### config.mk
export PLATFORM = sky130hd
export DESIGN_NAME = slcan_queue
export DESIGN_NICKNAME = d
export VERILOG_FILES = /design/src/slcan_line_receiver_unit_assert.svh /design/src/slcan_pkg.sv /design/src/slcan_queue.sv
export SDC_FILE = /design/constraint.sdc
export NUM_CORES = 1
export LEC_CHECK = 0
export BUFFER_PORTS_ARGS = -buffer_cell sky130_fd_sc_hd__buf_2
export CAP_MARGIN = 30
export CORE_MARGIN = 2
export CORE_UTILIZATION = 50
export DETAILED_ROUTE_END_ITERATION = 10
export PLACE_DENSITY = 0.78
export REMOVE_ABC_BUFFERS = 1
export SYNTH_ARGS = -nofsm -noshare
export SYNTH_HDL_FRONTEND = slang
export SYNTH_SLANG_ARGS = --single-unit
### constraint.sdc
create_clock -name clk -period 2.3 [get_ports clk]
set_clock_uncertainty 0.2 [all_clocks]
set_input_delay 0.115 -clock clk [delete_from_list [all_inputs] [get_ports clk]]
set_output_delay 0.115 -clock clk [all_outputs]
set_load 0.02 [all_outputs]
### src/slcan_line_receiver_unit_assert.svh
// Assertion macros used by the line receiver's back stage
`ifndef SLCAN_LINE_RECEIVER_UNIT_ASSERT_SVH
`define SLCAN_LINE_RECEIVER_UNIT_ASSERT_SVH

// same-cycle implication, checked on clk, off while rst is high
`define SLCAN_ASSERT_NOW(label, ante, cons, msg) \
  label: assert property (@(posedge clk) disable iff (rst) (ante) |-> (cons)) \
    else $error(msg);

// next-cycle implication, checked on clk, off while rst is high
`define SLCAN_ASSERT_NEXT(label, ante, cons, msg) \
  label: assert property (@(posedge clk) disable iff (rst) (ante) |=> (cons)) \
    else $error(msg);

`endif

### src/slcan_pkg.sv
// Package: field widths, character codes, line kinds and the token type
`default_nettype none

package slcan_pkg;

  localparam int PRIO_BITS = 1;
  localparam int TYPE_BITS = 5;
  localparam int SEQ_BITS  = 5;
  localparam int DEST_BITS = 9;
  localparam int SRC_BITS  = 9;

  localparam int SRC_SHIFT  = 0;
  localparam int DEST_SHIFT = SRC_BITS;
  localparam int SEQ_SHIFT  = DEST_BITS + SRC_BITS;
  localparam int TYPE_SHIFT = SEQ_BITS + DEST_BITS + SRC_BITS;
  localparam int PRIO_SHIFT = TYPE_BITS + SEQ_BITS + DEST_BITS + SRC_BITS;

  localparam int ID_BITS   = 32;
  localparam int DATA_BITS = 64;
  localparam int DATA_NIBS = DATA_BITS / 4;
  localparam int CNT_BITS  = 5;

  localparam logic [CNT_BITS-1:0] MAX_LINE  = CNT_BITS'(27);
  localparam logic [CNT_BITS-1:0] COUNT_MAX = CNT_BITS'(31);
  // characters in front of the first data digit: 'T', 8 id digits, DLC
  localparam logic [CNT_BITS-1:0] HDR_LEN   = CNT_BITS'(10);
  localparam logic [CNT_BITS-1:0] DLC_POS   = CNT_BITS'(9);
  localparam logic [CNT_BITS-1:0] ID_LAST   = CNT_BITS'(8);
  localparam logic [CNT_BITS-1:0] DATA_SPAN = CNT_BITS'(DATA_NIBS);

  localparam logic [7:0] CH_CR  = 8'h0D;
  localparam logic [7:0] CH_BEL = 8'h07;
  localparam logic [7:0] CH_T   = 8'h54;

  localparam int QUEUE_DEPTH = 2;
  localparam int QPTR_W      = (QUEUE_DEPTH > 1) ? $clog2(QUEUE_DEPTH) : 1;
  localparam int QCNT_W      = $clog2(QUEUE_DEPTH + 1);

  typedef enum logic [1:0] {
    KIND_FRAME   = 2'd0,
    KIND_ACK     = 2'd1,
    KIND_NACK    = 2'd2,
    KIND_INVALID = 2'd3
  } line_kind_t;

  // one classified character
  typedef struct packed {
    logic       is_term;
    logic       is_cr;
    logic       is_t;
    logic       hex_ok;
    logic [3:0] hex_val;
    logic       dlc_ok;
    logic [3:0] dlc_val;
  } tok_t;

endpackage

`default_nettype wire

### src/slcan_queue.sv
// Short token queue between the front and back stages
`default_nettype none

module slcan_queue
  import slcan_pkg::*;
(
  input  wire logic clk,
  input  wire logic rst,
  input  wire logic push_valid,
  output logic      push_ready,
  input  wire tok_t push_tok,
  output logic      pop_valid,
  input  wire logic pop_ready,
  output tok_t      pop_tok
);

  tok_t              entries [QUEUE_DEPTH];
  logic [QPTR_W-1:0] wr_ptr;
  logic [QPTR_W-1:0] rd_ptr;
  logic [QCNT_W-1:0] fill;
  logic              push;
  logic              pop;

  assign push_ready = (fill != QCNT_W'(QUEUE_DEPTH));
  assign pop_valid  = (fill != '0);
  assign push       = push_valid && push_ready;
  assign pop        = pop_valid && pop_ready;
  assign pop_tok    = entries[rd_ptr];

  always_ff @(posedge clk) begin
    if (rst) begin
      wr_ptr <= '0;
      rd_ptr <= '0;
      fill   <= '0;
    end else begin
      if (push) begin
        wr_ptr <= (wr_ptr == QPTR_W'(QUEUE_DEPTH - 1)) ? '0 : wr_ptr + 1'b1;
      end
      if (pop) begin
        rd_ptr <= (rd_ptr == QPTR_W'(QUEUE_DEPTH - 1)) ? '0 : rd_ptr + 1'b1;
      end
      if (push && !pop) begin
        fill <= fill + 1'b1;
      end else if (pop && !push) begin
        fill <= fill - 1'b1;
      end
    end
  end

  always_ff @(posedge clk) begin
    if (push) begin
      entries[wr_ptr] <= push_tok;
    end
  end

endmodule

`default_nettype wire

==> impl_metrics.csv <==
group,metric,value,unit
run_status,outcome,"finished clean",
synthesis,ys_seq_area_frac,0.758,
sta,fin_crit,1.90,ns
synthesis,synth-edff-count,26,
sta,slew_viol_final,0,
global_route,antenna_found_initial,0,
synthesis,yosys_warnings,0,
worst_setup_path,r2r_slack,0.50,ns
synthesis,synthTopCellsByArea,"edfxtp_1 67%, mux2_2 13%, dfxtp_1 8.6%, xor2_1 2.3%, nand2b_4 1.2%",
global_route,grt_start_max_net_pins,14,
synthesis,netlist_instances,64,
min_path,whs_endpoint,"rd_ptr",
place,gp_congestion,0.629,
drt,drt_iter0_markers,8,
synthesis,syn_avg_cell_area,18.2,um2
floorplan,start_util,0.525,
synthesis,yosysTopAreaCell,"edfxtp_1",
min_path,hold_path_depth,4,
sta,worst_hold_slack,0.0280,ns
synthesis,synthArstFlopShare,0,
worst_setup_path,path_max_fanout,13,
global_route,grt_util_all_layers,0.155,
clock_tree,clock-sinks,31,
clock_tree,numCtsBuffers,5,
synthesis,yosys.cell_types.count,17,
synthesis,synth_commonest_cells,"26 x edfxtp_1, 13 x mux2_2, 5 x dfxtp_1, 3 x nor2_1, 3 x xor2_1",
synthesis,synth_top_flop_cell,"edfxtp_1",
min_path,hp-class,"input port to flop",
synthesis,synth_area,1160,um2
floorplan,io_pins,32,
synthesis,synth.top_cell.area_share,0.672,
floorplan,dieHeight,52.2,um
layout,final_cells,145,
clock_tree,clk_latency,0.32,ns
layout,antenna_cells,0,
layout,multiInputGateArea,273,um2
sta,worstMarginPinSlew,0.571,ns
clock_tree,post_cts_resized,0,
drt,ant_nets,0,
sta,finalSetupViolCount,0,
place,portBuffers,31,
worst_setup_path,cp.required,1.99,ns
floorplan,core_area,2210,um2
layout,fillerInstances,151,
global_route,grt_pass1_wl,2890,um
worst_setup_path,critPathKind,"flop to output port",
worst_setup_path,start_kind,"flop",
sta,finalHoldViolations,0,
drt,wl,1910,um
sta,fin_crit_sh,0.828,
worst_setup_path,reg2reg_from,"fill[0]",
worst_setup_path,critPathArrivalTime,1.59,ns
pwr,power_density,1000,nW/um2
drt,first_pass_iters,4,
clock_tree,clkTransAtPathRegs,0.09,ns
min_path,hold_start,"pop_ready",
pwr,ir_drop,0.821,mV
place,hpwl,1230,um
sta,max_slew_margin,0.619,
drt,via_per_inst,4.85,
clock_tree,cts_tree,"yes",
floorplan,rows,17,
sta,max_freq,525,MHz
worst_setup_path,r2r_cells,5,
place,place_inst,122,
synthesis,synth_most_common_cell,"edfxtp_1",
drt,vias,703,
sta,rsz0062_at_grt,"no",
drt,drc_errors,0,
floorplan,die_area,2730,um2
clock_tree,h-tree-depth,2,
synthesis,ys_ff_latch,31,
global_route,grt_pass1_vias,680,
worst_setup_path,end_kind,"output port",
sta,tns,0,ns
clock_tree,root_buffer,"clkbuf_4",
floorplan,die_w,52.2,um
drt,wire_per_inst,13.2,um
global_route,grt.overflow.total,0,
layout,seqCellArea,881,um2
run,maxCapViolCount,0,
pwr,power_leakage,0.000610,uW
worst_setup_path,reg2reg_to,"fill[1]",
layout,layout-drive-gt1-share,0.453,
clock_tree,clockBufferDepth,2,
layout,fin_nets,134,
layout,syn_to_final_growth,33.2,%
clock_tree,post_cts_buffers,0,
per-layer routing:
metal  vias up  part of all wire  track usage
met3         2             0.057       0.0457
met5         -                 0            0
li1        345                 -            -
met2        26              0.53        0.289
met1       330              0.41        0.159
met4         0            0.0084       0.0641
registers in the layout (all words and copies together) (netlist names), named ones only:
name,flops
entries,26
fill,2
rd_ptr,1
wr_ptr,1
report_power, final:
group          switching, uW  internal, uW  total (uW)
logic                    266           225         491
registers               65.7           708         774
clock network            167           119         286
worst max path at each step:
stage                             to  slack, ns  cells past startpoint
after floorplan              fill[1]       0.56                      5
after detailed placement     fill[1]       0.51                      5
after global routing      pop_tok[0]       0.31                      2
final                     pop_tok[0]       0.40                      2
after global placement       fill[1]       0.58                      5
after CTS                 pop_tok[0]       0.36                      2
cell type report:
cell class,count,share of cell area
sequential,31,0.569
timing repair buffer,46,0.197
inverter,1,0.00243
clock inverter,1,0.00323
clock buffer,7,0.0291
multi-input combinational,31,0.176
tap,28,0.0226
worst max-delay path, stage by stage, from the launching register on:
cell,delay [ns]
dfxtp_1,0.69
mux2_2,0.41
buf_2,0.16
logic make-up after synthesis:
family / count (synthesis) / share of synthesized area
flops: 31 / 0.758
buf+inv: 2 / 0.00753
xor+xnor: 3 / 0.0226
fa+ha+maj: 1 / 0.0108
compound gates: 5 / 0.0258
mux: 13 / 0.126
simple gates: 9 / 0.0495
layout by cell type (no fill, tap or decap):
cell | synthesis | routed
nor2_1 | 3 | 3
o21ai_0 | 2 | 2
dfxtp_1 | 5 | 5
mux2_2 | 13 | 13
and2_1 | 1 | 1
clkinv_2 | 0 | 1
nand3b_1 | 1 | 1
or2_2 | 1 | 1
clkbuf_1 | 0 | 2
clkbuf_4 | 0 | 5
xor2_1 | 3 | 3
a21bo_2 | 1 | 1
nand2b_4 | 1 | 1
ha_1 | 1 | 1
or3_1 | 1 | 1
and3_1 | 1 | 1
dlygate4sd3_1 | 0 | 15
inv_1 | 1 | 1
edfxtp_1 | 26 | 26
buf_2 | 1 | 31
a21oi_1 | 2 | 2
metrics by stage:
stage,power [uW],utilization,cell area [um2],worst slack [ns]
floorplan,1110,-,1160,0.558
global placement,1240,0.609,1350,0.580
detailed placement,1260,0.609,1350,0.511
CTS,1560,0.700,1550,0.355
global route,1640,0.700,1550,0.313
finish,1550,0.700,1550,0.397
repair_timing:
item / CTS / global route
endpoints found under the setup margin: 0 / 0
hold endpoints to repair: 31 / 0
hold buffers: 15 / 0
Note: power is estimated with default switching activity, not from simulation.
