<file path="config.mk">
export PLATFORM = sky130hd
export DESIGN_NAME = slcan_front_flat
export DESIGN_NICKNAME = d
export VERILOG_FILES = /design/src/slcan_line_receiver_unit_assert.svh /design/src/slcan_pkg.sv /design/src/slcan_rx_if.sv /design/src/slcan_front.sv /design/src/flat_wrapper.sv
export SDC_FILE = /design/constraint.sdc
export NUM_CORES = 1
export LEC_CHECK = 0
export ABC_CLOCK_PERIOD_IN_PS = 1420
export BUFFER_PORTS_ARGS = -buffer_cell sky130_fd_sc_hd__clkbuf_2
export CORE_MARGIN = 3
export CORE_UTILIZATION = 41
export DETAILED_ROUTE_END_ITERATION = 10
export PLACE_DENSITY_LB_ADDON = 0.15
export SLEW_MARGIN = 40
export SYNTH_ARGS = -nofsm -noshare
export SYNTH_HDL_FRONTEND = slang
export SYNTH_SLANG_ARGS = --single-unit
</file>
<file path="constraint.sdc">
create_clock -name clk -period 1.42 [get_ports clk]
set_input_delay 0.284 -clock clk [delete_from_list [all_inputs] [get_ports clk]]
set_output_delay 0.284 -clock clk [all_outputs]
set_load 0.02 [all_outputs]
</file>
<file path="src/slcan_line_receiver_unit_assert.svh">
// Assertion macros used by the line receiver's back stage
`ifndef SLCAN_LINE_RECEIVER_UNIT_ASSERT_SVH
`define SLCAN_LINE_RECEIVER_UNIT_ASSERT_SVH

// same-cycle implication, checked on clk, off while rst is high
`define SLCAN_ASSERT_NOW(label, ante, cons, msg) \
  label: assert property (@(posedge clk) disable iff (rst) (ante) |-> (cons)) \
    else $error(msg);

// next-cycle implication, checked on clk, off while rst is high
`define SLCAN_ASSERT_NEXT(label, ante, cons, msg) \
  label: assert property (@(posedge clk) disable iff (rst) (ante) |=> (cons)) \
    else $error(msg);

`endif

</file>
<file path="src/slcan_pkg.sv">
// Package: field widths, character codes, line kinds and the token type
`default_nettype none

package slcan_pkg;

  localparam int PRIO_BITS = 1;
  localparam int TYPE_BITS = 5;
  localparam int SEQ_BITS  = 5;
  localparam int DEST_BITS = 9;
  localparam int SRC_BITS  = 9;

  localparam int SRC_SHIFT  = 0;
  localparam int DEST_SHIFT = SRC_BITS;
  localparam int SEQ_SHIFT  = DEST_BITS + SRC_BITS;
  localparam int TYPE_SHIFT = SEQ_BITS + DEST_BITS + SRC_BITS;
  localparam int PRIO_SHIFT = TYPE_BITS + SEQ_BITS + DEST_BITS + SRC_BITS;

  localparam int ID_BITS   = 32;
  localparam int DATA_BITS = 64;
  localparam int DATA_NIBS = DATA_BITS / 4;
  localparam int CNT_BITS  = 5;

  localparam logic [CNT_BITS-1:0] MAX_LINE  = CNT_BITS'(27);
  localparam logic [CNT_BITS-1:0] COUNT_MAX = CNT_BITS'(31);
  // characters in front of the first data digit: 'T', 8 id digits, DLC
  localparam logic [CNT_BITS-1:0] HDR_LEN   = CNT_BITS'(10);
  localparam logic [CNT_BITS-1:0] DLC_POS   = CNT_BITS'(9);
  localparam logic [CNT_BITS-1:0] ID_LAST   = CNT_BITS'(8);
  localparam logic [CNT_BITS-1:0] DATA_SPAN = CNT_BITS'(DATA_NIBS);

  localparam logic [7:0] CH_CR  = 8'h0D;
  localparam logic [7:0] CH_BEL = 8'h07;
  localparam logic [7:0] CH_T   = 8'h54;

  localparam int QUEUE_DEPTH = 2;
  localparam int QPTR_W      = (QUEUE_DEPTH > 1) ? $clog2(QUEUE_DEPTH) : 1;
  localparam int QCNT_W      = $clog2(QUEUE_DEPTH + 1);

  typedef enum logic [1:0] {
    KIND_FRAME   = 2'd0,
    KIND_ACK     = 2'd1,
    KIND_NACK    = 2'd2,
    KIND_INVALID = 2'd3
  } line_kind_t;

  // one classified character
  typedef struct packed {
    logic       is_term;
    logic       is_cr;
    logic       is_t;
    logic       hex_ok;
    logic [3:0] hex_val;
    logic       dlc_ok;
    logic [3:0] dlc_val;
  } tok_t;

endpackage

`default_nettype wire

</file>
<file path="src/slcan_rx_if.sv">
// Character input channel
`default_nettype none

interface slcan_rx_if;
  logic       valid;
  logic       ready;
  logic [7:0] rx_byte;

  modport source (output valid, output rx_byte, input ready);
  modport sink (input valid, input rx_byte, output ready);
endinterface

`default_nettype wire

</file>
<file path="src/slcan_front.sv">
// Front stage: takes a character word and registers its classification
`default_nettype none

module slcan_front
  import slcan_pkg::*;
(
  input  wire logic clk,
  input  wire logic rst,
  slcan_rx_if.sink  rx,
  output logic      tok_valid,
  input  wire logic tok_ready,
  output tok_t      tok
);

  tok_t tok_in;
  logic [7:0] c;

  assign c = rx.rx_byte;

  always_comb begin
    tok_in         = '0;
    tok_in.is_term = (c == CH_CR) || (c == CH_BEL);
    tok_in.is_cr   = (c == CH_CR);
    tok_in.is_t    = (c == CH_T);
    // any other character leaves hex_ok clear
    if (c >= 8'h30 && c <= 8'h39) begin
      tok_in.hex_ok  = 1'b1;
      tok_in.hex_val = 4'(c - 8'h30);
    end else if (c >= 8'h41 && c <= 8'h46) begin
      tok_in.hex_ok  = 1'b1;
      tok_in.hex_val = 4'(c - 8'h37);
    end else if (c >= 8'h61 && c <= 8'h66) begin
      tok_in.hex_ok  = 1'b1;
      tok_in.hex_val = 4'(c - 8'h57);
    end
    tok_in.dlc_ok  = (c >= 8'h30) && (c <= 8'h38);
    tok_in.dlc_val = 4'(c - 8'h30);
  end

  assign rx.ready = !tok_valid || tok_ready;

  always_ff @(posedge clk) begin
    if (rst) begin
      tok_valid <= 1'b0;
    end else if (rx.valid && rx.ready) begin
      tok_valid <= 1'b1;
    end else if (tok_ready) begin
      tok_valid <= 1'b0;
    end
  end

  always_ff @(posedge clk) begin
    if (rx.valid && rx.ready) begin
      tok <= tok_in;
    end
  end

endmodule

`default_nettype wire

</file>
<file path="src/flat_wrapper.sv">
// flat-port wrapper written by rule: the top's interface ports become plain ports
module slcan_front_flat import slcan_pkg::*;
  (clk, rst, tok_valid, tok_ready, tok, rx_valid, rx_rx_byte, rx_ready);
  slcan_rx_if rx_i ();
  input  wire logic clk;
  input  wire logic rst;
  output logic tok_valid;
  input  wire logic tok_ready;
  output tok_t tok;
  input wire logic [$bits(rx_i.valid)-1:0] rx_valid;
  input wire logic [$bits(rx_i.rx_byte)-1:0] rx_rx_byte;
  output wire logic [$bits(rx_i.ready)-1:0] rx_ready;
  assign rx_i.valid = rx_valid;
  assign rx_i.rx_byte = rx_rx_byte;
  assign rx_ready = rx_i.ready;
  slcan_front u_core (.clk(clk), .rst(rst), .rx(rx_i), .tok_valid(tok_valid), .tok_ready(tok_ready), .tok(tok));
endmodule
</file>
==> flow_summary.json, run 1 <==
{
  "fin_nets": 111,
  "critPathBufInv": 1,
  "cts-resized-gates": 0,
  "startpoint": "rx_rx_byte[3]",
  "placed_cells": 106,
  "die_w_um": 46.2,
  "cp_top_family": "simple AND/OR/NAND/NOR gates",
  "path_cells": "clkbuf_2 > or4b_4 > a311oi_2 > a22o_1",
  "cts_buffers": 3,
  "slew_violations": 0,
  "synth-edff-count": 13,
  "synth_fp_nets": 67,
  "relSlewSlack_pct": 74.9,
  "grt_pass1_vias": 503,
  "cts_hold_buf": 0,
  "final_cell_count_no_fill": 110,
  "cap_violations": 0,
  "drc_errors": 0,
  "diodes": 0,
  "hold-path-endpoint": "u_core.tok_valid",
  "postRouteAntennaNets": 0,
  "grt_pass1_wl_um": 2150,
  "yosys-top-cells-count": "edfxtp_1, a21oi_1, inv_1, nand2_1, ha_1",
  "clock_skew_ns": 0.00378,
  "dieArea_sq_um": 2140,
  "core_sq_um": 1400,
  "cts_max_level": 1,
  "setup_slack_ns": 0.148,
  "crit_required_ns": 1.56,
  "dominantRegCellSynth": "edfxtp_1",
  "post-cts-setup-buffers": 0,
  "placed_area_sq_um": 910,
  "path_class": "in -> reg",
  "tightest_slew_ns": 0.373,
  "endpoint_kind": "flip-flop",
  "hold_violations": 0,
  "period_share_pct": 89.5,
  "r2r-start": "u_core.tok_valid",
  "vias_per_cell": 5.11,
  "die_h_um": 46.2,
  "hp-start": "rst",
  "synth_warnings": 0,
  "drive_gt1_share_pct": 46.3,
  "grt_usage_pct": 14.6,
  "rows": 13,
  "initial_core_util_pct": 47.4,
  "vdd_drop_max_uv": 399,
  "power.leakage_nw": 0.434,
  "drt_iter0_drc": 6,
  "cts-root-buf": "clkbuf_4",
  "routed_wl_um": 1330,
  "yosys.area.top_type": "edfxtp_1",
  "cpPeakStageDelay_ns": 0.54,
  "vias": 562,
  "clock.fmax_mhz": 786,
  "crit_slowest_cell": "or4b_4",
  "rsz0062_at_grt": "no",
  "yosysMostFrequentCell": "edfxtp_1",
  "drt_pass1_iterations": 4,
  "rr_endpoint": "u_core.tok[5]",
  "total_power_uw": 859,
  "netlist_area_sq_um": 663,
  "power.density_nw_per_um2": 918,
  "cp.arrival_ns": 1.41,
  "grt.overflow.total": 0,
  "reg2reg_depth": 3,
  "insertion_delay_ns": 0.27,
  "status": "finished clean",
  "finalSetupViolCount": 0,
  "cts_tree": "done",
  "grt_max_degree": 14,
  "areaGrowthSynthToFinish_pct": 41.1,
  "netlist_top_cells_area": "edfxtp_1, ha_1, a21oi_1",
  "clk_pin_slew_ns": 0.07,
  "wl_per_cell_um": 12.0,
  "netlist.area_leader.share_pct": 58.9,
  "utilization_pct": 66.9,
  "synth_cells": 52,
  "synth-seq-area-share_pct": 61.9,
  "finalSetupTns_ns": 0,
  "ys_ff_latch": 14,
  "avgSynthCellArea_sq_um": 12.8,
  "routabilityCongestion": 0.864,
  "dp_hpwl_um": 1110,
  "dpl_worst_slack_ns": -0.117,
  "synth.distinct_cells": 24,
  "port_buffers": 26,
  "hold_depth": 2,
  "fin_area_sq_um": 936,
  "clkSinkCount": 14,
  "r2r_setup_slack_ns": 0.39,
  "antenna_found_initial": 0,
  "whs_ns": 0.174,
  "ioPinCount": 27,
  "synth-async-reset-ratio_pct": 0,
  "fin_crit_ns": 1.27,
  "cts_buffer_depth": 2,
  "min_path_type": "in -> reg",
  "start_kind": "input pin",
  "cp_max_fo": 3
}
per-layer routing:
metal,vias up,track usage (%),share of wire (%),routed length [um]
met2,21,22.8,48,633
met4,0,8.52,2.3,31
met5,-,0,0,0
li1,283,-,-,-
met1,254,18.8,44,583
met3,4,2.34,5.8,77
where the power goes:
| part | switching (mW) | internal [mW] | total (mW) |
|---|---|---|---|
| Clock | 0.111 | 0.109 | 0.220 |
| Combinational | 0.0903 | 0.0673 | 0.158 |
| Sequential | 0.00589 | 0.476 | 0.482 |
how the worst max path moves through the flow:
stage | cells after the start | end
after floorplan | 3 | u_core.tok[6]
after global placement | 4 | u_core.tok[6]
after detailed placement | 4 | u_core.tok[6]
after CTS | 4 | u_core.tok[6]
after global routing | 7 | u_core.tok[9]
final | 4 | u_core.tok[6]
flip-flops by register name (all words and copies together), names as in the netlist:
| register | count |
|---|---|
| u_core.tok | 13 |
| u_core.tok_valid | 1 |
layout by cell type, fill, tap and decap left out:
cell       Yosys  routed
nor3b_1        1       1
nor2b_1        1       1
edfxtp_1      13      13
nand4bb_1      1       1
nor4_1         2       2
or4b_4         1       1
or3_1          1       1
dfxtp_1        1       1
nand2_1        4       4
nand2b_1       2       2
buf_4          0      13
a21oi_1        5       5
a311oi_2       1       1
ha_1           3       3
and2_1         1       1
or2_1          2       2
o21bai_1       1       1
nor2_1         1       1
clkbuf_2       0      26
a22o_1         1       1
nand3_1        1       1
clkbuf_1       0       1
o22ai_1        1       1
a21o_1         1       1
inv_1          4       4
clkbuf_4       0       3
a22oi_1        1       1
nor3_1         2       2
cell families (layout without fill, tap and decap cells):
logic type	Yosys count	in the layout	synth area share, %
flip-flops	14	14	61.9
buffers and inverters	4	47	2.26
AND/OR/NAND/NOR	20	20	18.5
adder cells (fa/ha/maj)	3	3	5.66
AO/OA/AOI/OAI	11	11	11.7
layout make-up:
type | instances | area (sq um)
Sequential cell | 14 | 410
Fill cell | 130 | 463
Tap cell | 15 | 18.8
Multi-Input combinational cell | 34 | 238
Clock buffer | 4 | 26.3
Inverter | 4 | 15.0
Timing Repair Buffer | 39 | 228
Power figures use the tool's default switching activity.
==> inputs of run 2 (changes only) <==
- CELL_PAD_IN_SITES_DETAIL_PLACEMENT: default -> 1
- CELL_PAD_IN_SITES_GLOBAL_PLACEMENT: default -> 1
- CORE_UTILIZATION: 41 -> 31
==> run 2 against run 1 <==
Net effect: register-to-register slack about the same; non-clock buffer count unchanged; routed wire length up 8.2%; power down 0.52%; first-iteration DRC count down 17%; worst hold slack worse by 0.0051 ns; clock-buffer cell count unchanged; die area up 28%; sequential share of layout area down 0.69 points; global-route usage down 3.3 points; flip-flop and latch count unchanged; cell count up 11%; critical endpoint unchanged; highest routed layer unchanged.
==> flow_summary.json, run 2 (synthesis gave the netlist of run 1 again) <==
{
  "drt_pass1_iterations": 4,
  "clock_skew_ns": 0.00221,
  "drc_errors": 0,
  "cp_top_family": "simple AND/OR/NAND/NOR gates",
  "cpPeakStageDelay_ns": 0.52,
  "cts_hold_buf": 0,
  "cts-root-buf": "clkbuf_4",
  "drt_iter0_drc": 5,
  "final_cell_count_no_fill": 122,
  "path_class": "in -> reg",
  "insertion_delay_ns": 0.26,
  "relSlewSlack_pct": 79.1,
  "hold_violations": 0,
  "rows": 16,
  "placed_cells": 118,
  "drive_gt1_share_pct": 46.3,
  "initial_core_util_pct": 33.1,
  "cts_max_level": 1,
  "endpoint_kind": "flip-flop",
  "cp_max_fo": 4,
  "clock.fmax_mhz": 784,
  "fillers": 236,
  "grt_usage_pct": 11.3,
  "min_path_type": "in -> reg",
  "cts_tree": "done",
  "power.leakage_nw": 0.434,
  "diodes": 0,
  "die_h_um": 52.3,
  "grt_pass1_vias": 553,
  "grt_max_degree": 14,
  "grt.overflow.total": 0,
  "clk_pin_slew_ns": 0.07,
  "post-cts-setup-buffers": 0,
  "top_register": "u_core.tok",
  "cts-resized-gates": 0,
  "wl_per_cell_um": 11.8,
  "slew_violations": 0,
  "power.density_nw_per_um2": 898,
  "areaGrowthSynthToFinish_pct": 43.4,
  "clkSinkCount": 14,
  "crit_slowest_cell": "or4b_4",
  "vias": 575,
  "die_w_um": 52.3,
  "period_share_pct": 89.9,
  "largest_reg_flops": 13,
  "grt_pass1_wl_um": 2290,
  "finalSetupViolCount": 0,
  "vdd_drop_max_uv": 279,
  "postRouteAntennaNets": 0,
  "dieArea_sq_um": 2730,
  "dpl_worst_slack_ns": -0.124,
  "rsz0062_at_grt": "no",
  "path_cells": "clkbuf_2 > or4b_4 > a311oi_2 > a22o_1",
  "cts_buffer_depth": 2,
  "status": "finished clean",
  "routabilityCongestion": 0.745,
  "fin_nets": 111,
  "antenna_found_initial": 0,
  "reg.largest.list": "u_core.tok: 13 flops, u_core.tok_valid: 1 flops",
  "final_common_cell": "clkbuf_2",
  "port_buffers": 26,
  "fin_crit_ns": 1.28,
  "ioPinCount": 27,
  "core_sq_um": 2000,
  "cap_violations": 0,
  "crit_required_ns": 1.55,
  "routed_wl_um": 1430,
  "dp_hpwl_um": 1230,
  "critPathBufInv": 1,
  "tightest_slew_ns": 0.311,
  "start_kind": "input pin",
  "cp.arrival_ns": 1.41,
  "cts_buffers": 3,
  "vias_per_cell": 4.71,
  "total_power_uw": 854,
  "utilization_pct": 47.5,
  "layout_common_cells": "clkbuf_2, buf_4, edfxtp_1, a21oi_1",
  "setup_slack_ns": 0.144
}
[run 2: cell counts in the layout (fill, tap and decap cells not counted)]
Identical to the previous run, type by type.
[run 2: layout make-up]
class / instances / area, sq um / share of cell area (%)
Inverter: 4 / 15.0 / 1.58
Tap cell: 27 / 33.8 / 3.55
Multi-Input combinational cell: 34 / 238 / 25.0
Sequential cell: 14 / 410 / 43.2
Timing Repair Buffer: 39 / 228 / 23.9
Clock buffer: 4 / 26.3 / 2.76
[run 2: where the power goes]
group          leakage, nW  switching [mW]  total [mW]  internal, mW
sequential           0.136         0.00584       0.482         0.476
combinational        0.282          0.0919       0.159        0.0673
clock               0.0150           0.105       0.214         0.108
total                0.434           0.203       0.854         0.651
[run 2: layer usage]
layer / global-route usage (%) / routed length (um) / vias to the layer above
met5: 0 / 0 / -
met4: 5.11 / 17 / 0
met3: 0.855 / 69 / 2
met2: 20.5 / 727 / 16
met1: 13.3 / 619 / 272
li1: - / - / 285
[run 2: stage by stage]
step	TNS, ns	cell area [sq um]	hold WS [ns]
after floorplan	0	663	0.353
after global placement	-0.349	925	0.441
after detailed placement	-0.424	925	0.446
after CTS	0	951	0.159
after global routing	0	951	0.161
final	0	951	0.169
[run 2: worst paths after layout]
| path | start | endpoint | slack (ns) | depth (start not counted) |
|---|---|---|---|---|
| hold reg to reg | u_core.tok_valid | u_core.tok_valid | 0.53 | 2 |
| hold / removal | rst | u_core.tok_valid | 0.17 | 2 |
| setup reg to reg | u_core.tok_valid | u_core.tok[9] | 0.38 | 3 |
| setup / recovery | rx_rx_byte[7] | u_core.tok[6] | 0.14 | 4 |
[run 2: worst register-to-register path, cell delays in order (launching register included)]
cell	delay, ns
dfxtp_1	0.31
nand2b_1	0.10
and2_1	0.13
buf_4	0.20
==> inputs of run 3 (changes only) <==
- ABC_CLOCK_PERIOD_IN_PS: 1420 -> 1100
- CTS_CLUSTER_SIZE: default -> 10
- clock period: 1.42 -> 1.1 ns (I/O delays scaled with it)
==> run 3 against run 2 <==
Net effect: register-to-register slack got worse by 0.25 ns; clock-buffer cell count unchanged; routed wire length is 23% higher; highest routed layer unchanged; the run now ends with setup timing left; power increased by 40%; setup slack got worse by 0.19 ns; flip-flop and latch count unchanged; critical path depth unchanged; clock skew about the same.
==> flow_summary.json, run 3 (synthesis gave the netlist of run 1 again) <==
{
  "finalSetupViolCount": 3,
  "initial_core_util_pct": 33.1,
  "r2r_setup_slack_ns": 0.13,
  "postRouteAntennaNets": 0,
  "cts_buffer_depth": 2,
  "crit_required_ns": 1.26,
  "reg.largest.list": "u_core.tok: 13 flops, u_core.tok_valid: 1 flops",
  "dieArea_sq_um": 2730,
  "routabilityCongestion": 0.734,
  "switchingPower_uw": 319,
  "grt.overflow.total": 0,
  "cp.arrival_ns": 1.31,
  "top_register": "u_core.tok",
  "layout_common_cells": "clkbuf_2, buf_4, edfxtp_1, nand2_1",
  "dpl_worst_slack_ns": -0.356,
  "whs_ns": 0.0832,
  "insertion_delay_ns": 0.29,
  "vias_per_cell": 4.78,
  "die_h_um": 52.3,
  "routed_wl_um": 1760,
  "dr.max_layer_used": "met4",
  "power.density_nw_per_um2": 1090,
  "clk_pin_slew_ns": 0.08,
  "cts_hold_buf": 0,
  "relSlewSlack_pct": 79.0,
  "clock.fmax_mhz": 872,
  "clock_skew_ns": 0.00217,
  "wl_per_cell_um": 14.1,
  "drc_errors": 0,
  "drt_iter0_drc": 11,
  "start_kind": "input pin",
  "cts_buffers": 3,
  "utilization_pct": 54.5,
  "drive_gt1_share_pct": 62.2,
  "antenna_found_initial": 0,
  "largest_reg_flops": 13,
  "power.leakage_nw": 0.470,
  "cap_violations": 0,
  "rows": 16,
  "p_sw_share_pct": 26.7,
  "drt_pass1_iterations": 4,
  "endpoint_kind": "flip-flop",
  "cts_max_level": 1,
  "dp_hpwl_um": 1380,
  "fin_crit_ns": 1.15,
  "pwr-share-clk_pct": 26.0,
  "port_buffers": 26,
  "rsz0062_at_grt": "yes",
  "placed_area_sq_um": 962,
  "cts_tree": "done",
  "setup_slack_ns": -0.0464,
  "cp_max_fo": 3,
  "areaGrowthSynthToFinish_pct": 64.5,
  "min_path_type": "in -> reg",
  "grt_max_degree": 14,
  "status": "finished with violations",
  "tightest_slew_ns": 0.312,
  "wl_met2_um": 1060,
  "core_sq_um": 2000,
  "period_share_pct": 104,
  "met1Wirelength_um": 589,
  "vias": 598,
  "die_w_um": 52.3,
  "grt_pass1_wl_um": 2610,
  "final_common_cell": "clkbuf_2",
  "comb_power_share_pct": 21.8,
  "ioPinCount": 27,
  "path_class": "in -> reg",
  "clkSinkCount": 14,
  "p_int_uw": 876,
  "diodes": 0,
  "grt_usage_pct": 14.0,
  "slew_violations": 0,
  "vdd_drop_max_uv": 502,
  "wl_met3_um": 82,
  "fin_area_sq_um": 1090,
  "fin_nets": 114,
  "power_frac_seq_pct": 52.2,
  "cts-root-buf": "clkbuf_4",
  "violations": "setup timing",
  "grt_pass1_vias": 587,
  "hold_violations": 0
}
## run 3: cell types whose count changed in the layout (fill, tap and decap cells not counted), sizes merged
cell    before  now
buf         13   20
clkbuf      30   26
## run 3: timing repair
item / in CTS / in global routing
buffers inserted: 2 / 0
pin swaps: 3 / 6
setup endpoints to repair: 4 / 6
gates resized for setup: 5 / 15
## run 3: final cells by class
type	count	area, sq um
clock buffer	4	26.3
fill	228	911
inverter	4	15.0
multi-input combinational	34	323
sequential	14	412
tap	27	33.8
timing repair buffer	42	282
## run 3: metal layers
metal | up-vias | GRT usage [%]
met5 | - | 0
met4 | 0 | 8.94
met3 | 3 | 2.56
met2 | 19 | 27.4
met1 | 288 | 13.0
li1 | 288 | -
## run 3: final timing paths
kind                     from               end  cells after the start
max             rx_rx_byte[3]     u_core.tok[6]                      4
min                       rst  u_core.tok_valid                      2
max reg2reg  u_core.tok_valid    u_core.tok[10]                      2
min reg2reg  u_core.tok_valid  u_core.tok_valid                      2
## run 3: stage by stage
stage,cells,total power [mW],TNS (ns)
final,125,1.19,-0.0670
after global routing,125,1.25,-0.165
after CTS,125,1.17,-0.0808
after detailed placement,119,0.860,-1.96
after global placement,119,0.851,-1.64
after floorplan,52,0.734,-0.477
## run 3: critical path: stages
cell      delay (ns)
buf_6           0.09
or4b_4          0.56
a311oi_4        0.25
a22o_1          0.19
## run 3: power by group through the flow
stage | clock network, mW | logic [mW] | registers, mW
after floorplan | 0 | 0.0586 | 0.676
after global placement | 0 | 0.217 | 0.634
after detailed placement | 0 | 0.223 | 0.637
after CTS | 0.305 | 0.235 | 0.625
after global routing | 0.347 | 0.280 | 0.627
final | 0.310 | 0.260 | 0.624
